**src/hdl/mte_pkg.sv**
```systemverilog
package mte_pkg;

  localparam int unsigned TIME_W = 32;
  localparam int unsigned WORD_W = 24;
  localparam int unsigned BYTE_W = 8;
  localparam int unsigned TOTAL_W = 32;
  localparam int unsigned GRP_W = 3;
  localparam int unsigned STEP_W = 3;
  localparam int unsigned QUEUE_DEPTH = 4;

  // status high nibbles
  localparam logic [3:0] NIB_NOTE_OFF = 4'h8;
  localparam logic [3:0] NIB_NOTE_ON = 4'h9;
  localparam logic [3:0] NIB_POLY_AT = 4'ha;
  localparam logic [3:0] NIB_CTRL = 4'hb;
  localparam logic [3:0] NIB_PROGRAM = 4'hc;
  localparam logic [3:0] NIB_CHAN_PRES = 4'hd;
  localparam logic [3:0] NIB_BEND = 4'he;

  typedef enum logic [1:0] {
    KIND_THREE,
    KIND_TWO,
    KIND_BAD
  } kind_e;

  typedef struct packed {
    logic [TIME_W-1:0] delta;
    logic [GRP_W-1:0]  ngrp;
    kind_e             kind;
    logic [BYTE_W-1:0] status;
    logic [BYTE_W-1:0] d1;
    logic [BYTE_W-1:0] d2;
  } cmd_t;

  typedef struct packed {
    logic full;
    logic empty;
  } q_stat_t;

endpackage

```
**src/hdl/mte_if.sv**
```systemverilog
interface mte_evt_if;
  import mte_pkg::*;

  logic              valid;
  logic              ready;
  logic [TIME_W-1:0] event_time;
  logic [WORD_W-1:0] event_word;

  modport source (output valid, output event_time, output event_word, input ready);
  modport sink (input valid, input event_time, input event_word, output ready);
endinterface

interface mte_res_if;
  import mte_pkg::*;

  logic               valid;
  logic               ready;
  logic [BYTE_W-1:0]  out_byte;
  logic               is_last;
  logic               bad_status;
  logic [TOTAL_W-1:0] bytes_so_far;

  modport source (output valid, output out_byte, output is_last, output bad_status,
                  output bytes_so_far, input ready);
  modport sink (input valid, input out_byte, input is_last, input bad_status,
                input bytes_so_far, output ready);
endinterface

```
**src/hdl/midi_event_to_smf_track_bytes.sv**
```systemverilog
// Encodes timestamped MIDI channel events into Standard MIDI File track bytes.
// Each accepted request (absolute time plus packed event word) produces the delta
// time since the previous request as a big-endian variable-length quantity (one to
// five bytes, continuation bit on all but the last), then the status byte and one
// or two data bytes. A low byte with bit 7 clear reuses the last status seen
// (running status); in that case byte0 and byte1 are the data bytes. Unsupported
// or missing status yields the delta bytes followed by one error result: byte 0,
// is_last and bad_status set, not counted in bytes_so_far. Every result carries
// the running byte count. Throughput: one result per clock while the sink is ready,
// set by the single output byte lane of the back end; a request yields 2 to 8
// results (delta bytes plus event bytes). The front end resolves status and delta
// in the accept cycle and parks the request in a QueueDepth-entry queue, so new
// requests keep being taken, until the queue is full, while earlier ones are still
// being serialized. A first result passes the queue entry, then the output register.
module midi_event_to_smf_track_bytes #(
  parameter int unsigned QueueDepth = mte_pkg::QUEUE_DEPTH
) (
  input  logic       clk_i,
  input  logic       rst_ni,
  mte_evt_if.sink    in_i,
  mte_res_if.source  out_o
);
  import mte_pkg::*;

  // front to back handoff
  logic    push;
  logic    pop;
  cmd_t    cmd;
  cmd_t    head;
  q_stat_t q_stat;

  // status resolution, delta and group count, classification
  mte_front u_front (
    .clk_i    (clk_i),
    .rst_ni   (rst_ni),
    .evt_i    (in_i),
    .q_stat_i (q_stat),
    .push_o   (push),
    .cmd_o    (cmd)
  );

  // decoupling queue between classification and serialization
  mte_queue #(
    .Depth (QueueDepth)
  ) u_queue (
    .clk_i  (clk_i),
    .rst_ni (rst_ni),
    .push_i (push),
    .cmd_i  (cmd),
    .pop_i  (pop),
    .head_o (head),
    .stat_o (q_stat)
  );

  // byte serializer with registered output and running total
  mte_back u_back (
    .clk_i    (clk_i),
    .rst_ni   (rst_ni),
    .head_i   (head),
    .q_stat_i (q_stat),
    .pop_o    (pop),
    .res_o    (out_o)
  );

  // the serializer never retires a queue entry that is not there
  a_pop_nonempty: assert property (@(posedge clk_i) disable iff (!rst_ni)
    pop |-> !q_stat.empty)
    else $error("queue pop while empty");

  // an error result is always the closing, zero-valued result of its request
  a_bad_is_last: assert property (@(posedge clk_i) disable iff (!rst_ni)
    (out_o.valid && out_o.bad_status) |-> (out_o.is_last && out_o.out_byte == '0))
    else $error("error result not final or nonzero");

  // a request into an idle block shows its first result through the queue entry and the output register
  a_idle_latency: assert property (@(posedge clk_i) disable iff (!rst_ni)
    (in_i.valid && in_i.ready && q_stat.empty && !out_o.valid) |-> ##2 out_o.valid)
    else $error("first result late");

endmodule

```
**src/hdl/mte_front.sv**
```systemverilog
module mte_front (
  input  logic              clk_i,
  input  logic              rst_ni,
  mte_evt_if.sink           evt_i,
  input  mte_pkg::q_stat_t  q_stat_i,
  output logic              push_o,
  output mte_pkg::cmd_t     cmd_o
);
  import mte_pkg::*;

  logic [TIME_W-1:0] prev_q, prev_d;
  logic [BYTE_W-1:0] rs_q, rs_d;
  logic [BYTE_W-1:0] b0, b1, b2;
  logic [TIME_W-1:0] delta;
  logic [BYTE_W-1:0] status;
  logic              accept;

  assign evt_i.ready = !q_stat_i.full;
  assign accept      = evt_i.valid && !q_stat_i.full;
  assign push_o      = accept;

  assign b0 = evt_i.event_word[7:0];
  assign b1 = evt_i.event_word[15:8];
  assign b2 = evt_i.event_word[23:16];

  assign status = b0[7] ? b0 : rs_q;
  assign delta  = evt_i.event_time - prev_q;

  always_comb begin
    cmd_o.delta  = delta;
    cmd_o.status = status;
    cmd_o.d1     = b0[7] ? b1 : b0;
    cmd_o.d2     = b0[7] ? b2 : b1;

    // number of seven-bit groups, capped at five
    if (delta[31:28] != '0) begin
      cmd_o.ngrp = GRP_W'(5);
    end else if (delta[27:21] != '0) begin
      cmd_o.ngrp = GRP_W'(4);
    end else if (delta[20:14] != '0) begin
      cmd_o.ngrp = GRP_W'(3);
    end else if (delta[13:7] != '0) begin
      cmd_o.ngrp = GRP_W'(2);
    end else begin
      cmd_o.ngrp = GRP_W'(1);
    end

    case (status[7:4])
      NIB_NOTE_OFF, NIB_NOTE_ON, NIB_POLY_AT, NIB_CTRL, NIB_BEND: cmd_o.kind = KIND_THREE;
      NIB_PROGRAM, NIB_CHAN_PRES: cmd_o.kind = KIND_TWO;
      default: cmd_o.kind = KIND_BAD;
    endcase
  end

  assign prev_d = accept ? evt_i.event_time : prev_q;
  assign rs_d   = (accept && b0[7]) ? b0 : rs_q;

  always_ff @(posedge clk_i or negedge rst_ni) begin
    if (!rst_ni) begin
      prev_q <= '0;
      rs_q   <= '0;
    end else begin
      prev_q <= prev_d;
      rs_q   <= rs_d;
    end
  end

endmodule

```
**src/hdl/mte_queue.sv**
```systemverilog
module mte_queue #(
  parameter int unsigned Depth = mte_pkg::QUEUE_DEPTH
) (
  input  logic              clk_i,
  input  logic              rst_ni,
  input  logic              push_i,
  input  mte_pkg::cmd_t     cmd_i,
  input  logic              pop_i,
  output mte_pkg::cmd_t     head_o,
  output mte_pkg::q_stat_t  stat_o
);
  import mte_pkg::*;

  localparam int unsigned AddrW = (Depth > 1) ? $clog2(Depth) : 1;
  localparam int unsigned CntW  = $clog2(Depth + 1);

  cmd_t             mem_q [Depth];
  logic [AddrW-1:0] wr_q, wr_d, rd_q, rd_d;
  logic [CntW-1:0]  cnt_q, cnt_d;

  function automatic logic [AddrW-1:0] next_ptr(input logic [AddrW-1:0] p);
    logic [AddrW-1:0] r;
    if (p == AddrW'(Depth - 1)) begin
      r = '0;
    end else begin
      r = p + AddrW'(1);
    end
    return r;
  endfunction

  assign stat_o.full  = (cnt_q == CntW'(Depth));
  assign stat_o.empty = (cnt_q == '0);
  assign head_o       = mem_q[rd_q];

  assign wr_d = push_i ? next_ptr(wr_q) : wr_q;
  assign rd_d = pop_i ? next_ptr(rd_q) : rd_q;

  always_comb begin
    cnt_d = cnt_q;
    if (push_i && !pop_i) begin
      cnt_d = cnt_q + CntW'(1);
    end else if (pop_i && !push_i) begin
      cnt_d = cnt_q - CntW'(1);
    end
  end

  always_ff @(posedge clk_i) begin
    if (push_i) begin
      mem_q[wr_q] <= cmd_i;
    end
  end

  always_ff @(posedge clk_i or negedge rst_ni) begin
    if (!rst_ni) begin
      wr_q  <= '0;
      rd_q  <= '0;
      cnt_q <= '0;
    end else begin
      wr_q  <= wr_d;
      rd_q  <= rd_d;
      cnt_q <= cnt_d;
    end
  end

endmodule

```
**src/hdl/mte_back.sv**
```systemverilog
module mte_back (
  input  logic              clk_i,
  input  logic              rst_ni,
  input  mte_pkg::cmd_t     head_i,
  input  mte_pkg::q_stat_t  q_stat_i,
  output logic              pop_o,
  mte_res_if.source         res_o
);
  import mte_pkg::*;

  logic [STEP_W-1:0]  step_q, step_d;
  logic [TOTAL_W-1:0] total_q, total_d;
  logic               vld_q, vld_d;
  logic [BYTE_W-1:0]  byte_q;
  logic               last_q, bad_q;
  logic [TOTAL_W-1:0] sofar_q;

  logic              out_free, emit;
  logic              in_vlq;
  logic [GRP_W-1:0]  grp_idx;
  logic [STEP_W-1:0] ev_idx;
  logic [BYTE_W-1:0] cur_byte;
  logic              cur_last, cur_bad;

  assign out_free = !vld_q || res_o.ready;
  assign emit     = !q_stat_i.empty && out_free;
  assign pop_o    = emit && cur_last;

  assign in_vlq  = (step_q < head_i.ngrp);
  assign grp_idx = head_i.ngrp - GRP_W'(1) - step_q;
  assign ev_idx  = step_q - head_i.ngrp;

  always_comb begin
    cur_byte = '0;
    cur_last = 1'b0;
    cur_bad  = 1'b0;
    if (in_vlq) begin
      // big-endian groups, continuation bit on all but the lowest
      case (grp_idx)
        3'd0: cur_byte = {1'b0, head_i.delta[6:0]};
        3'd1: cur_byte = {1'b1, head_i.delta[13:7]};
        3'd2: cur_byte = {1'b1, head_i.delta[20:14]};
        3'd3: cur_byte = {1'b1, head_i.delta[27:21]};
        3'd4: cur_byte = {1'b1, 3'b000, head_i.delta[31:28]};
        default: cur_byte = '0;
      endcase
    end else begin
      case (head_i.kind)
        KIND_THREE: begin
          cur_last = (ev_idx == STEP_W'(2));
          case (ev_idx)
            3'd0: cur_byte = head_i.status;
            3'd1: cur_byte = head_i.d1;
            default: cur_byte = head_i.d2;
          endcase
        end
        KIND_TWO: begin
          cur_last = (ev_idx == STEP_W'(1));
          cur_byte = (ev_idx == '0) ? head_i.status : head_i.d1;
        end
        default: begin
          cur_last = 1'b1;
          cur_bad  = 1'b1;
        end
      endcase
    end
  end

  always_comb begin
    step_d  = step_q;
    total_d = total_q;
    vld_d   = vld_q;
    if (emit) begin
      step_d  = cur_last ? '0 : step_q + STEP_W'(1);
      total_d = cur_bad ? total_q : total_q + TOTAL_W'(1);
      vld_d   = 1'b1;
    end else if (res_o.ready) begin
      vld_d = 1'b0;
    end
  end

  always_ff @(posedge clk_i or negedge rst_ni) begin
    if (!rst_ni) begin
      step_q  <= '0;
      total_q <= '0;
      vld_q   <= 1'b0;
    end else begin
      step_q  <= step_d;
      total_q <= total_d;
      vld_q   <= vld_d;
    end
  end

  always_ff @(posedge clk_i) begin
    if (emit) begin
      byte_q  <= cur_byte;
      last_q  <= cur_last;
      bad_q   <= cur_bad;
      sofar_q <= total_d;
    end
  end

  assign res_o.valid        = vld_q;
  assign res_o.out_byte     = byte_q;
  assign res_o.is_last      = last_q;
  assign res_o.bad_status   = bad_q;
  assign res_o.bytes_so_far = sofar_q;

endmodule
```
**src/flat_wrapper.sv**
```systemverilog
// flat-port wrapper written by rule: the top's interface ports become plain ports
module midi_event_to_smf_track_bytes_flat import mte_pkg::*;
#(
  parameter int unsigned QueueDepth = mte_pkg::QUEUE_DEPTH
)
  (clk_i, rst_ni, in_i_valid, in_i_event_time, in_i_event_word, in_i_ready, out_o_valid, out_o_out_byte, out_o_is_last, out_o_bad_status, out_o_bytes_so_far, out_o_ready);
  mte_evt_if in_i_i ();
  mte_res_if out_o_i ();
  input  logic clk_i;
  input  logic rst_ni;
  input wire logic [$bits(in_i_i.valid)-1:0] in_i_valid;
  input wire logic [$bits(in_i_i.event_time)-1:0] in_i_event_time;
  input wire logic [$bits(in_i_i.event_word)-1:0] in_i_event_word;
  output wire logic [$bits(in_i_i.ready)-1:0] in_i_ready;
  output wire logic [$bits(out_o_i.valid)-1:0] out_o_valid;
  output wire logic [$bits(out_o_i.out_byte)-1:0] out_o_out_byte;
  output wire logic [$bits(out_o_i.is_last)-1:0] out_o_is_last;
  output wire logic [$bits(out_o_i.bad_status)-1:0] out_o_bad_status;
  output wire logic [$bits(out_o_i.bytes_so_far)-1:0] out_o_bytes_so_far;
  input wire logic [$bits(out_o_i.ready)-1:0] out_o_ready;
  assign in_i_i.valid = in_i_valid;
  assign in_i_i.event_time = in_i_event_time;
  assign in_i_i.event_word = in_i_event_word;
  assign in_i_ready = in_i_i.ready;
  assign out_o_valid = out_o_i.valid;
  assign out_o_out_byte = out_o_i.out_byte;
  assign out_o_is_last = out_o_i.is_last;
  assign out_o_bad_status = out_o_i.bad_status;
  assign out_o_bytes_so_far = out_o_i.bytes_so_far;
  assign out_o_i.ready = out_o_ready;
  midi_event_to_smf_track_bytes #(.QueueDepth(QueueDepth)) u_core (.clk_i(clk_i), .rst_ni(rst_ni), .in_i(in_i_i), .out_o(out_o_i));
endmodule
```
**config.mk**
```make
export PLATFORM = sky130hd
export DESIGN_NAME = midi_event_to_smf_track_bytes_flat
export DESIGN_NICKNAME = d
export VERILOG_FILES = /design/src/hdl/mte_pkg.sv /design/src/hdl/mte_if.sv /design/src/hdl/midi_event_to_smf_track_bytes.sv /design/src/hdl/mte_front.sv /design/src/hdl/mte_queue.sv /design/src/hdl/mte_back.sv /design/src/flat_wrapper.sv
export SDC_FILE = /design/constraint.sdc
export NUM_CORES = 1
export LEC_CHECK = 0
export ABC_AREA = 1
export BUFFER_PORTS_ARGS = -buffer_cell sky130_fd_sc_hd__buf_2
export CAP_MARGIN = 25
export CORE_UTILIZATION = 60
export DETAILED_ROUTE_END_ITERATION = 12
export GPL_ROUTABILITY_DRIVEN = 0
export PLACE_DENSITY = 0.79
export SLEW_MARGIN = 10
export SYNTH_ARGS = -nofsm -noshare
export SYNTH_HDL_FRONTEND = slang
export SYNTH_SLANG_ARGS = --single-unit
export TNS_END_PERCENT = 5
```
**constraint.sdc**
```tcl
create_clock -name clk_i -period 8.8 [get_ports clk_i]
set_input_delay 0 -clock clk_i [delete_from_list [all_inputs] [get_ports clk_i]]
set_output_delay 0 -clock clk_i [all_outputs]
set_load 0.005 [all_outputs]
```
==> results of run 1 <==
==> power breakdown <==
| part | switching, mW | internal, mW |
|---|---|---|
| registers | 0.183 | 2.53 |
| clock network | 0.664 | 1.05 |
| logic | 2.06 | 0.881 |
| total | 2.91 | 4.46 |
==> metal layers <==
layer | up-vias | part of all wire, %
met5 | - | 0
met4 | 0 | 3.1
met3 | 101 | 6.7
met2 | 547 | 49
met1 | 6485 | 41
li1 | 6690 | -
==> worst register-to-register path, stage by stage (launching register included) <==
cell and delay, ns:
dfrtp_4 0.86, buf_4 0.65, o21ai_0 0.23, o22ai_1 0.26, ha_1 0.23, fa_1 0.20, or2_2 0.13, nand3_2 0.25
nor2_4 0.29, inv_1 0.09, a31oi_1 0.31, nand2_1 0.15, ha_1 0.24, inv_1 0.11, fa_1 0.39, nor2_1 0.10
a21oi_1 0.05
==> logic make-up (layout without fill, tap and decap cells) <==
family	count (synthesis)	count (layout)	synth area share, %
flops	369	369	59.37
fa+ha+maj	47	47	3.441
xor+xnor	37	37	1.804
buf+inv	298	493	6.289
simple gates	833	833	19.10
compound gates	321	321	9.994
==> sequential cells by signal, indices dropped and copies added (netlist names) <==
signal,count
u_core.u_back.total_q,32
u_core.u_queue.mem_q,244
u_core.u_back.res_o.out_byte,8
u_core.u_back.step_q,3
u_core.u_back.res_o.valid,1
u_core.u_front.prev_q,32
u_core.u_back.res_o.is_last,1
u_core.u_queue.rd_q,2
u_core.u_front.rs_q,8
u_core.u_queue.cnt_q,3
u_core.u_back.res_o.bad_status,1
u_core.u_queue.wr_q,2
u_core.u_back.res_o.bytes_so_far,32
==> cell type report <==
type                       count  area, sq um
sequential                   369        10670
fill                        2071         8159
multi-input combinational   1238         6215
timing repair buffer         181         1286
clock buffer                  53         1130
inverter                     240        900.9
tap                          384        480.5
clock inverter                19        250.2
==> per-stage QoR <==
stage	area, sq um	setup slack (ns)
6_report	20930	4.121
2_1_floorplan	17960	4.994
3_5_place_dp	18870	4.269
5_1_grt	20930	3.809
4_1_cts	20900	4.249
3_3_place_gp	18870	4.371
==> worst max path at each step <==
stage	from	end	slack, ns	cells after the start
after CTS	u_core.u_queue.rd_q[0]$_DFFE_PN0P_	u_core.u_queue.cnt_q[1]$_DFFE_PN0P_	4.25	16
after global placement	u_core.u_queue.rd_q[0]$_DFFE_PN0P_	u_core.u_queue.cnt_q[2]$_DFFE_PN0P_	4.37	16
final	u_core.u_queue.rd_q[0]$_DFFE_PN0P_	u_core.u_queue.cnt_q[1]$_DFFE_PN0P_	4.12	16
after global routing	u_core.u_queue.rd_q[0]$_DFFE_PN0P_	u_core.u_queue.cnt_q[1]$_DFFE_PN0P_	3.81	16
after detailed placement	u_core.u_queue.rd_q[0]$_DFFE_PN0P_	u_core.u_queue.cnt_q[2]$_DFFE_PN0P_	4.27	16
after floorplan	u_core.u_queue.rd_q[0]$_DFFE_PN0P_	u_core.u_queue.cnt_q[2]$_DFFE_PN0P_	4.99	20
==> cells in the mapped netlist (2+ instances only) <==
| cell | n |
|---|---|
| or2_2 | 10 |
| dfrtp_1 | 83 |
| fa_1 | 4 |
| o221ai_1 | 7 |
| buf_2 | 9 |
| o211ai_1 | 13 |
| xnor2_1 | 5 |
| xor2_1 | 32 |
| and2_1 | 5 |
| nand2_1 | 475 |
| o22ai_1 | 37 |
| ha_1 | 43 |
| o21ai_1 | 3 |
| a31oi_1 | 2 |
| clkbuf_1 | 48 |
| a21boi_0 | 2 |
| nor2_1 | 217 |
| nand3_1 | 71 |
| nand4_1 | 15 |
| inv_2 | 3 |
| inv_1 | 236 |
| nor4_1 | 4 |
| nor2_4 | 2 |
| o21ai_0 | 201 |
| a22o_1 | 6 |
| a21oi_1 | 38 |
| nor3_1 | 18 |
| edfxtp_1 | 286 |
| nand3b_1 | 7 |
==> results.sh, run 1 <==
export IMPL_p_per_area_mw_per_mm2=352.2
export IMPL_status="completed"
export IMPL_die_height_um=175.0
export IMPL_final_nets=2176
export IMPL_finalCritPeriodShare_pct=53.17
export IMPL_worst_slew_pin_slew_ns=1.095
export IMPL_drive_gt1_share_pct=10.00
export IMPL_hold_path_class="primary input to async pin"
export IMPL_yosys_top_cells_area="edfxtp_1, dfrtp_1, nand2_1, o21ai_0, inv_1"
export IMPL_ys_seq_area_share_pct=59.37
export IMPL_crit_family="adder cells"
export IMPL_crit_path_end_kind="flip-flop"
export IMPL_synth_main_ff_cell="edfxtp_1"
export IMPL_die_w_um=175.0
export IMPL_rr_startpoint="u_core.u_queue.rd_q[0]$_DFFE_PN0P_"
export IMPL_syn_inst=1905
export IMPL_ctsResizeCount=0
export IMPL_setup_viol=0
export IMPL_avgRoutedWirePerCell_um=17.08
export IMPL_clk_latency_ns=0.53
export IMPL_initial_core_util_pct=61.75
export IMPL_clkSlewWorstSetupHoldPaths_ns=0.06
export IMPL_io_pins=104
export IMPL_top_usage_layer="met2"
export IMPL_worstPathCellList="buf_4 -> o21ai_0 -> o22ai_1 -> ha_1 -> fa_1 -> or2_2 -> nand3_2 -> nor2_4 -> inv_1 -> a31oi_1 -> nand2_1 -> ha_1 -> inv_1 -> fa_1 -> nor2_1 -> a21oi_1"
export IMPL_yosysWarningCount=0
export IMPL_total_power_mw=7.371
export IMPL_worstPathRequired_ns=9.19
export IMPL_grt_util_met3_pct=4.221
export IMPL_syn2layout_area_growth_pct=16.51
export IMPL_antenna_found_initial=0
export IMPL_dr_pass1_iters=5
export IMPL_grt_pass1_vias=13440
export IMPL_n_antenna_cell=0
export IMPL_crit_type="flip-flop to flip-flop"
export IMPL_fin_skew_ns=0.01450
export IMPL_vias=13820
export IMPL_yosysUniqueCellTypes=52
export IMPL_hpwl_um=27140
export IMPL_synthesis_nets=2012
export IMPL_groute_layer_met2_usage_pct=48.51
export IMPL_rr_worst_depth=16
export IMPL_slew_violations=0
export IMPL_core_area_sq_mm=0.02909
export IMPL_final_antenna_net_count=0
export IMPL_synth_area_sq_mm=0.01796
export IMPL_floorplan_die_area_sq_mm=0.03064
export IMPL_instances_no_fill=2484
export IMPL_clock_sinks=369
export IMPL_ir_worst_vdd_mv=0.1993
export IMPL_yosysTopAreaCell="edfxtp_1"
export IMPL_cp_max_fo=66
export IMPL_p_leak_nw=8.969
export IMPL_reg2reg_to="u_core.u_queue.cnt_q[1]$_DFFE_PN0P_"
export IMPL_synth_async_reset_ratio_pct=22.49
export IMPL_portBuffers=103
export IMPL_maxCapViolCount=0
export IMPL_cts_hold_buf=65
export IMPL_num_rows=62
export IMPL_syn_area_per_cell_sq_um=9.430
export IMPL_relSlewSlack_pct=26.26
export IMPL_slowest_stage="dfrtp_4"
export IMPL_cts_made_buffers=39
export IMPL_mostFrequentLayoutCells="nand2_1, edfxtp_1, inv_1"
export IMPL_critical_path_buf_inv_count=3
export IMPL_final_setup_tns_ns=0
export IMPL_drc=0
export IMPL_grt_use_total_pct=27.94
export IMPL_layout_commonest_cell="nand2_1"
export IMPL_cts_max_level=2
export IMPL_clock_fmax_mhz=213.7
export IMPL_fin_util_pct=71.95
export IMPL_cts_tree="built"
export IMPL_synth_top_area_share_pct=47.81
export IMPL_synth_edf_count=286
export IMPL_hold_slack_ns=0.02609
export IMPL_reg2reg_slack_ns=4.12
export IMPL_slowest_delay_ns=0.86
export IMPL_post_place_cells=2346
export IMPL_initialDrtViolationCount=1316
export IMPL_overflow=0
export IMPL_synth_seq_cells=369
export IMPL_grt_max_degree=110
export IMPL_finalCriticalPeriod_ns=4.679
export IMPL_cts_root_buf="clkbuf_16"
export IMPL_post_cts_buffers=0
export IMPL_met1_usage_pct=35.78
export IMPL_arrival_ns=5.07
export IMPL_viasPerCell=5.565
export IMPL_critPathLaunchType="flip-flop"
export IMPL_cts_buffer_depth=3
export IMPL_rsz0062_at_grt="false"
export IMPL_hold_violations=0
export IMPL_grt_pass1_wl_um=67340
export IMPL_wirelength_um=42430
(Power assumes the default switching activity.)
==> run 2: changes to the inputs <==
Settings changed: CORE_UTILIZATION 60 to 55, PLACE_DENSITY 0.79 to 0.76.
Clock period 8.8 ns to 4.25 ns, I/O delays scaled along.
==> results.sh, run 2 (synthesis gave the netlist of run 1 again) <==
export IMPL_crit_family="adder cells"
export IMPL_final_nets=2183
export IMPL_clk_latency_ns=0.54
export IMPL_relSlewSlack_pct=33.57
export IMPL_layout_commonest_cell="nand2_1"
export IMPL_slowest_stage="dfrtp_4"
export IMPL_worst_slew_pin_slew_ns=0.9965
export IMPL_grt_use_total_pct=26.62
export IMPL_initialDrtViolationCount=1181
export IMPL_grt_max_degree=64
export IMPL_vias=13850
export IMPL_p_per_area_mw_per_mm2=731.6
export IMPL_min_to="u_core.u_queue.mem_q[2][9]$_DFFE_PP_"
export IMPL_worstPathRequired_ns=4.66
export IMPL_avgRoutedWirePerCell_um=17.13
export IMPL_mostFrequentLayoutCells="nand2_1, edfxtp_1, inv_1"
export IMPL_reg2reg_slack_ns=0.55
export IMPL_arrival_ns=4.11
export IMPL_whs_path_depth=3
export IMPL_die_height_um=182.7
export IMPL_cts_made_buffers=39
export IMPL_floorplan_die_area_sq_mm=0.03339
export IMPL_die_w_um=182.7
export IMPL_crit_path_end_kind="flip-flop"
export IMPL_critPathLaunchType="flip-flop"
export IMPL_cts_tree="built"
export IMPL_portBuffers=103
export IMPL_grt_util_met3_pct=3.296
export IMPL_reg2reg_to="u_core.u_queue.cnt_q[2]$_DFFE_PN0P_"
export IMPL_setup_viol=0
export IMPL_fin_util_pct=65.87
export IMPL_hold_slack_ns=0.02440
export IMPL_hold_start="in_i_event_word[9]"
export IMPL_hpwl_um=28610
export IMPL_n_antenna_cell=0
export IMPL_hold_violations=0
export IMPL_drive_gt1_share_pct=10.07
export IMPL_total_power_mw=15.36
export IMPL_cp_common_cell="o21ai_0"
export IMPL_hold_path_class="primary input to flip-flop"
export IMPL_rsz0062_at_grt="false"
export IMPL_wirelength_um=43520
export IMPL_worstPathCellList="inv_2 -> o21ai_0 -> o22ai_1 -> ha_1 -> fa_1 -> or2_2 -> nand2_1 -> nor3_1 -> o21ai_0 -> a31oi_1 -> nand2_1 -> ha_1 -> inv_1 -> fa_1 -> a21oi_1 -> o21ai_0 -> xor2_1"
export IMPL_viasPerCell=5.449
export IMPL_crit_type="flip-flop to flip-flop"
export IMPL_finalCritPeriodShare_pct=87.06
export IMPL_grt_pass1_wl_um=69660
export IMPL_overflow=0
export IMPL_ir_worst_vdd_mv=0.4834
export IMPL_clock_sinks=369
export IMPL_met1_usage_pct=35.72
export IMPL_top_usage_layer="met2"
export IMPL_core_area_sq_mm=0.03188
export IMPL_final_antenna_net_count=0
export IMPL_final_setup_tns_ns=0
export IMPL_status="completed"
export IMPL_maxCapViolCount=0
export IMPL_slew_violations=0
export IMPL_cp_max_fo=21
export IMPL_largest_register_ffs=244
export IMPL_drc=0
export IMPL_top_register="u_core.u_queue.mem_q"
export IMPL_fin_skew_ns=0.01583
export IMPL_initial_core_util_pct=56.35
export IMPL_cts_max_level=2
export IMPL_slowest_delay_ns=0.47
export IMPL_io_pins=104
export IMPL_p_leak_nw=8.973
export IMPL_critical_path_buf_inv_count=2
export IMPL_syn2layout_area_growth_pct=16.89
export IMPL_cts_root_buf="clkbuf_16"
export IMPL_clock_fmax_mhz=270.3
export IMPL_finalCriticalPeriod_ns=3.700
export IMPL_rr_startpoint="u_core.u_queue.rd_q[0]$_DFFE_PN0P_"
export IMPL_rr_worst_depth=17
export IMPL_cts_buffer_depth=3
export IMPL_ctsResizeCount=0
export IMPL_antenna_found_initial=0
export IMPL_dr_pass1_iters=7
export IMPL_num_rows=65
export IMPL_grt_pass1_vias=13500
export IMPL_groute_layer_met2_usage_pct=45.73
export IMPL_clkSlewWorstSetupHoldPaths_ns=0.07
[run 2: cell count changes in the layout (fill, tap and decap cells not counted), sizes merged]
cell and delta:
buf +9, clkbuf +2, clkinv -4, clkinvlp +1, dlygate4sd3 -2
[run 2: stage by stage]
step / std cells / area (sq um) / worst slack, ns
floorplan: 1905 / 17960 / 0.4440
global placement: 2407 / 19010 / 0.7038
detailed placement: 2407 / 19010 / 0.6290
CTS: 2541 / 21000 / 0.5854
global route: 2541 / 21000 / 0.3408
finish: 2541 / 21000 / 0.5501
[run 2: worst reg2reg max path: stages (launching register included)]
cell,delay [ns]
dfrtp_4,0.47
inv_2,0.16
o21ai_0,0.19
o22ai_1,0.13
ha_1,0.26
fa_1,0.43
or2_2,0.31
nand2_1,0.07
nor3_1,0.04
o21ai_0,0.19
a31oi_1,0.11
nand2_1,0.13
ha_1,0.15
inv_1,0.08
fa_1,0.44
a21oi_1,0.15
o21ai_0,0.12
xor2_1,0.16
[run 2: repair_timing]
action	in CTS	in global routing
endpoints found under the hold margin	143	0
buffers inserted	0	0
hold buffers	63	0
[run 2: power by group]
part	internal, mW	switching (mW)
registers	5.24	0.307
logic	1.89	4.36
clock network	2.17	1.40
total	9.29	6.07
[run 2: worst max path at each step]
stage,depth (start not counted),slack (ns),from,end
3_3_place_gp,17,0.70,u_core.u_queue.rd_q[0]$_DFFE_PN0P_,u_core.u_queue.cnt_q[2]$_DFFE_PN0P_
5_1_grt,17,0.34,u_core.u_queue.rd_q[0]$_DFFE_PN0P_,u_core.u_queue.cnt_q[2]$_DFFE_PN0P_
6_report,17,0.55,u_core.u_queue.rd_q[0]$_DFFE_PN0P_,u_core.u_queue.cnt_q[2]$_DFFE_PN0P_
4_1_cts,17,0.59,u_core.u_queue.rd_q[0]$_DFFE_PN0P_,u_core.u_queue.cnt_q[2]$_DFFE_PN0P_
3_5_place_dp,17,0.63,u_core.u_queue.rd_q[0]$_DFFE_PN0P_,u_core.u_queue.cnt_q[2]$_DFFE_PN0P_
2_1_floorplan,20,0.44,u_core.u_queue.rd_q[0]$_DFFE_PN0P_,u_core.u_queue.cnt_q[2]$_DFFE_PN0P_
[run 2: per-layer routing]
| layer | vias to the layer above | routed length [um] |
|---|---|---|
| met5 | - | 0 |
| met4 | 0 | 1044 |
| met3 | 78 | 2914 |
| met2 | 528 | 21130 |
| met1 | 6533 | 18430 |
| li1 | 6708 | - |
[run 2: area by class of cell]
type,count,area (sq um)
sequential,369,10670
tap,435,544.3
fill,2527,10880
clock buffer,55,1129
inverter,240,900.9
multi-input combinational,1238,6215
clock inverter,16,227.7
timing repair buffer,188,1314
==> run 3: changes to the inputs <==
Settings changed: RECOVER_POWER set to 25.
==> results.sh, run 3 (synthesis gave the netlist of run 1 again) <==
export IMPL_final_nets=2183
export IMPL_grt_pass1_wl_um=69660
export IMPL_worst_slew_pin_slew_ns=2.953
export IMPL_die_w_um=182.7
export IMPL_avgRoutedWirePerCell_um=17.11
export IMPL_antenna_found_initial=0
export IMPL_cts_buffer_depth=3
export IMPL_crit_type="flip-flop to flip-flop"
export IMPL_placedInstanceArea_sq_mm=0.01901
export IMPL_slowest_stage="dfrtp_4"
export IMPL_multi_input_area_sq_mm=0.006200
export IMPL_relSlewSlack_pct=-96.86
export IMPL_largest_register_ffs=244
export IMPL_hpwl_um=28610
export IMPL_layout_commonest_cell="nand2_1"
export IMPL_cts_made_buffers=39
export IMPL_cts_tree="built"
export IMPL_final_antenna_net_count=0
export IMPL_clock_fmax_mhz=268.3
export IMPL_portBuffers=103
export IMPL_post_place_cells=2407
export IMPL_clk_latency_ns=0.54
export IMPL_cp_max_fo=21
export IMPL_n_antenna_cell=0
export IMPL_slew_violations=45
export IMPL_grt_max_degree=64
export IMPL_initial_core_util_pct=56.35
export IMPL_drive_gt1_share_pct=8.927
export IMPL_die_height_um=182.7
export IMPL_finalCriticalPeriod_ns=3.727
export IMPL_core_area_sq_mm=0.03188
export IMPL_worstPathCellList="inv_2 -> nand2_1 -> a32oi_1 -> fa_1 -> or2_2 -> nand3_2 -> nor2_4 -> inv_1 -> a31oi_1 -> nand2_1 -> ha_1 -> inv_1 -> fa_1 -> nor2_1 -> a21oi_1"
export IMPL_crit_path_end_kind="flip-flop"
export IMPL_cts_root_buf="clkbuf_16"
export IMPL_p_per_area_mw_per_mm2=731.6
export IMPL_regArea_sq_mm=0.01067
export IMPL_maxCapViolCount=1
export IMPL_dr_pass1_iters=6
export IMPL_vias=13840
export IMPL_hold_start="in_i_event_word[9]"
export IMPL_top_register="u_core.u_queue.mem_q"
export IMPL_arrival_ns=4.14
export IMPL_clock_sinks=369
export IMPL_violations="max-capacitance violations, max-slew violations"
export IMPL_fin_skew_ns=0.01595
export IMPL_hold_violations=0
export IMPL_total_power_mw=15.33
export IMPL_io_pins=104
export IMPL_hold_path_class="primary input to flip-flop"
export IMPL_rsz0062_at_grt="false"
export IMPL_final_setup_tns_ns=0
export IMPL_n_fill_cell=2535
export IMPL_finalCritPeriodShare_pct=87.70
export IMPL_instances_no_fill=2541
export IMPL_pre_cts_ws_ns=0.6290
export IMPL_syn2layout_area_growth_pct=16.63
export IMPL_p_leak_nw=8.900
export IMPL_worstPathRequired_ns=4.66
export IMPL_cts_max_level=2
export IMPL_mostFrequentLayoutCells="nand2_1, edfxtp_1, inv_1"
export IMPL_viasPerCell=5.448
export IMPL_overflow=0
export IMPL_initialDrtViolationCount=1091
export IMPL_grt_use_total_pct=26.62
export IMPL_drc=0
export IMPL_clkSlewWorstSetupHoldPaths_ns=0.07
export IMPL_num_rows=65
export IMPL_setup_viol=0
export IMPL_cp_startpoint="u_core.u_queue.rd_q[0]$_DFFE_PN0P_"
export IMPL_grt_pass1_vias=13500
export IMPL_ctsResizeCount=0
export IMPL_fin_ws_ns=0.5229
export IMPL_rr_startpoint="u_core.u_queue.rd_q[0]$_DFFE_PN0P_"
export IMPL_critPathLaunchType="flip-flop"
export IMPL_fin_area_sq_mm=0.02095
export IMPL_slowest_delay_ns=0.52
export IMPL_floorplan_die_area_sq_mm=0.03339
export IMPL_status="complete, but fails checks"
export IMPL_ir_worst_vdd_mv=0.4823
export IMPL_wirelength_um=43490
[run 3: cell types whose count changed in the layout (fill, tap and decap cells not counted), sizes merged]
cell,delta
buf,-23
clkbuf,+23
[run 3: stage by stage]
step / utilization (%) / hold WS (ns)
after global placement: 59.64 / 0.06941
after floorplan: - / -0.2956
final: 65.72 / 0.01587
after detailed placement: 59.64 / 0.07856
after CTS: 65.87 / 0.01302
after global routing: 65.72 / 0.07543
[run 3: cell type report]
cell class | count | share of cell area (%)
Sequential cell | 369 | 50.92
Clock buffer | 55 | 5.386
Inverter | 240 | 4.300
Multi-Input combinational cell | 1238 | 29.59
Tap cell | 435 | 2.598
Timing Repair Buffer | 188 | 6.121
Clock inverter | 16 | 1.087
[run 3: timing repair]
item / in CTS / in global routing
hold endpoints to repair: 143 / 0
buffers inserted: 0 / 0
hold buffers: 63 / 0
[run 3: worst paths after layout]
| check | to | slack [ns] | cells past startpoint |
|---|---|---|---|
| max | u_core.u_queue.cnt_q[1]$_DFFE_PN0P_ | 0.52 | 15 |
| min | u_core.u_queue.mem_q[2][9]$_DFFE_PP_ | 0.02 | 3 |
| max reg2reg | u_core.u_queue.cnt_q[1]$_DFFE_PN0P_ | 0.52 | 15 |
| min reg2reg | u_core.u_front.rs_q[7]$_DFFE_PN0P_ | 0.46 | 2 |
| max in group asynchronous | u_core.u_queue.rd_q[0]$_DFFE_PN0P_ | 1.42 | 3 |
| min in group asynchronous | u_core.u_front.rs_q[5]$_DFFE_PN0P_ | 0.97 | 2 |
[run 3: critical path: cells and delay by family, from the launching register on]
family / cells / cell delay [ns]
and+or+nand+nor: 6 / 0.77
buffers and inverters: 3 / 0.48
adders and majority gates: 3 / 0.97
AOI/OAI and AO/OA: 3 / 0.85
DFF: 1 / 0.52
[run 3: per-layer routing]
layer	GRT usage (%)	share of wire, %	vias to the layer above	wire length, um
li1	-	-	6708	-
met1	35.72	42	6493	18140
met2	45.73	49	557	21200
met3	3.296	7.1	86	3086
met4	7.529	2.5	0	1066
met5	0	0	-	0
[run 3: report_power, final]
group          total (mW)  switching (mW)  internal [mW]
combinational        6.22            4.35           1.87
clock                3.57            1.40           2.17
sequential           5.55           0.308           5.24
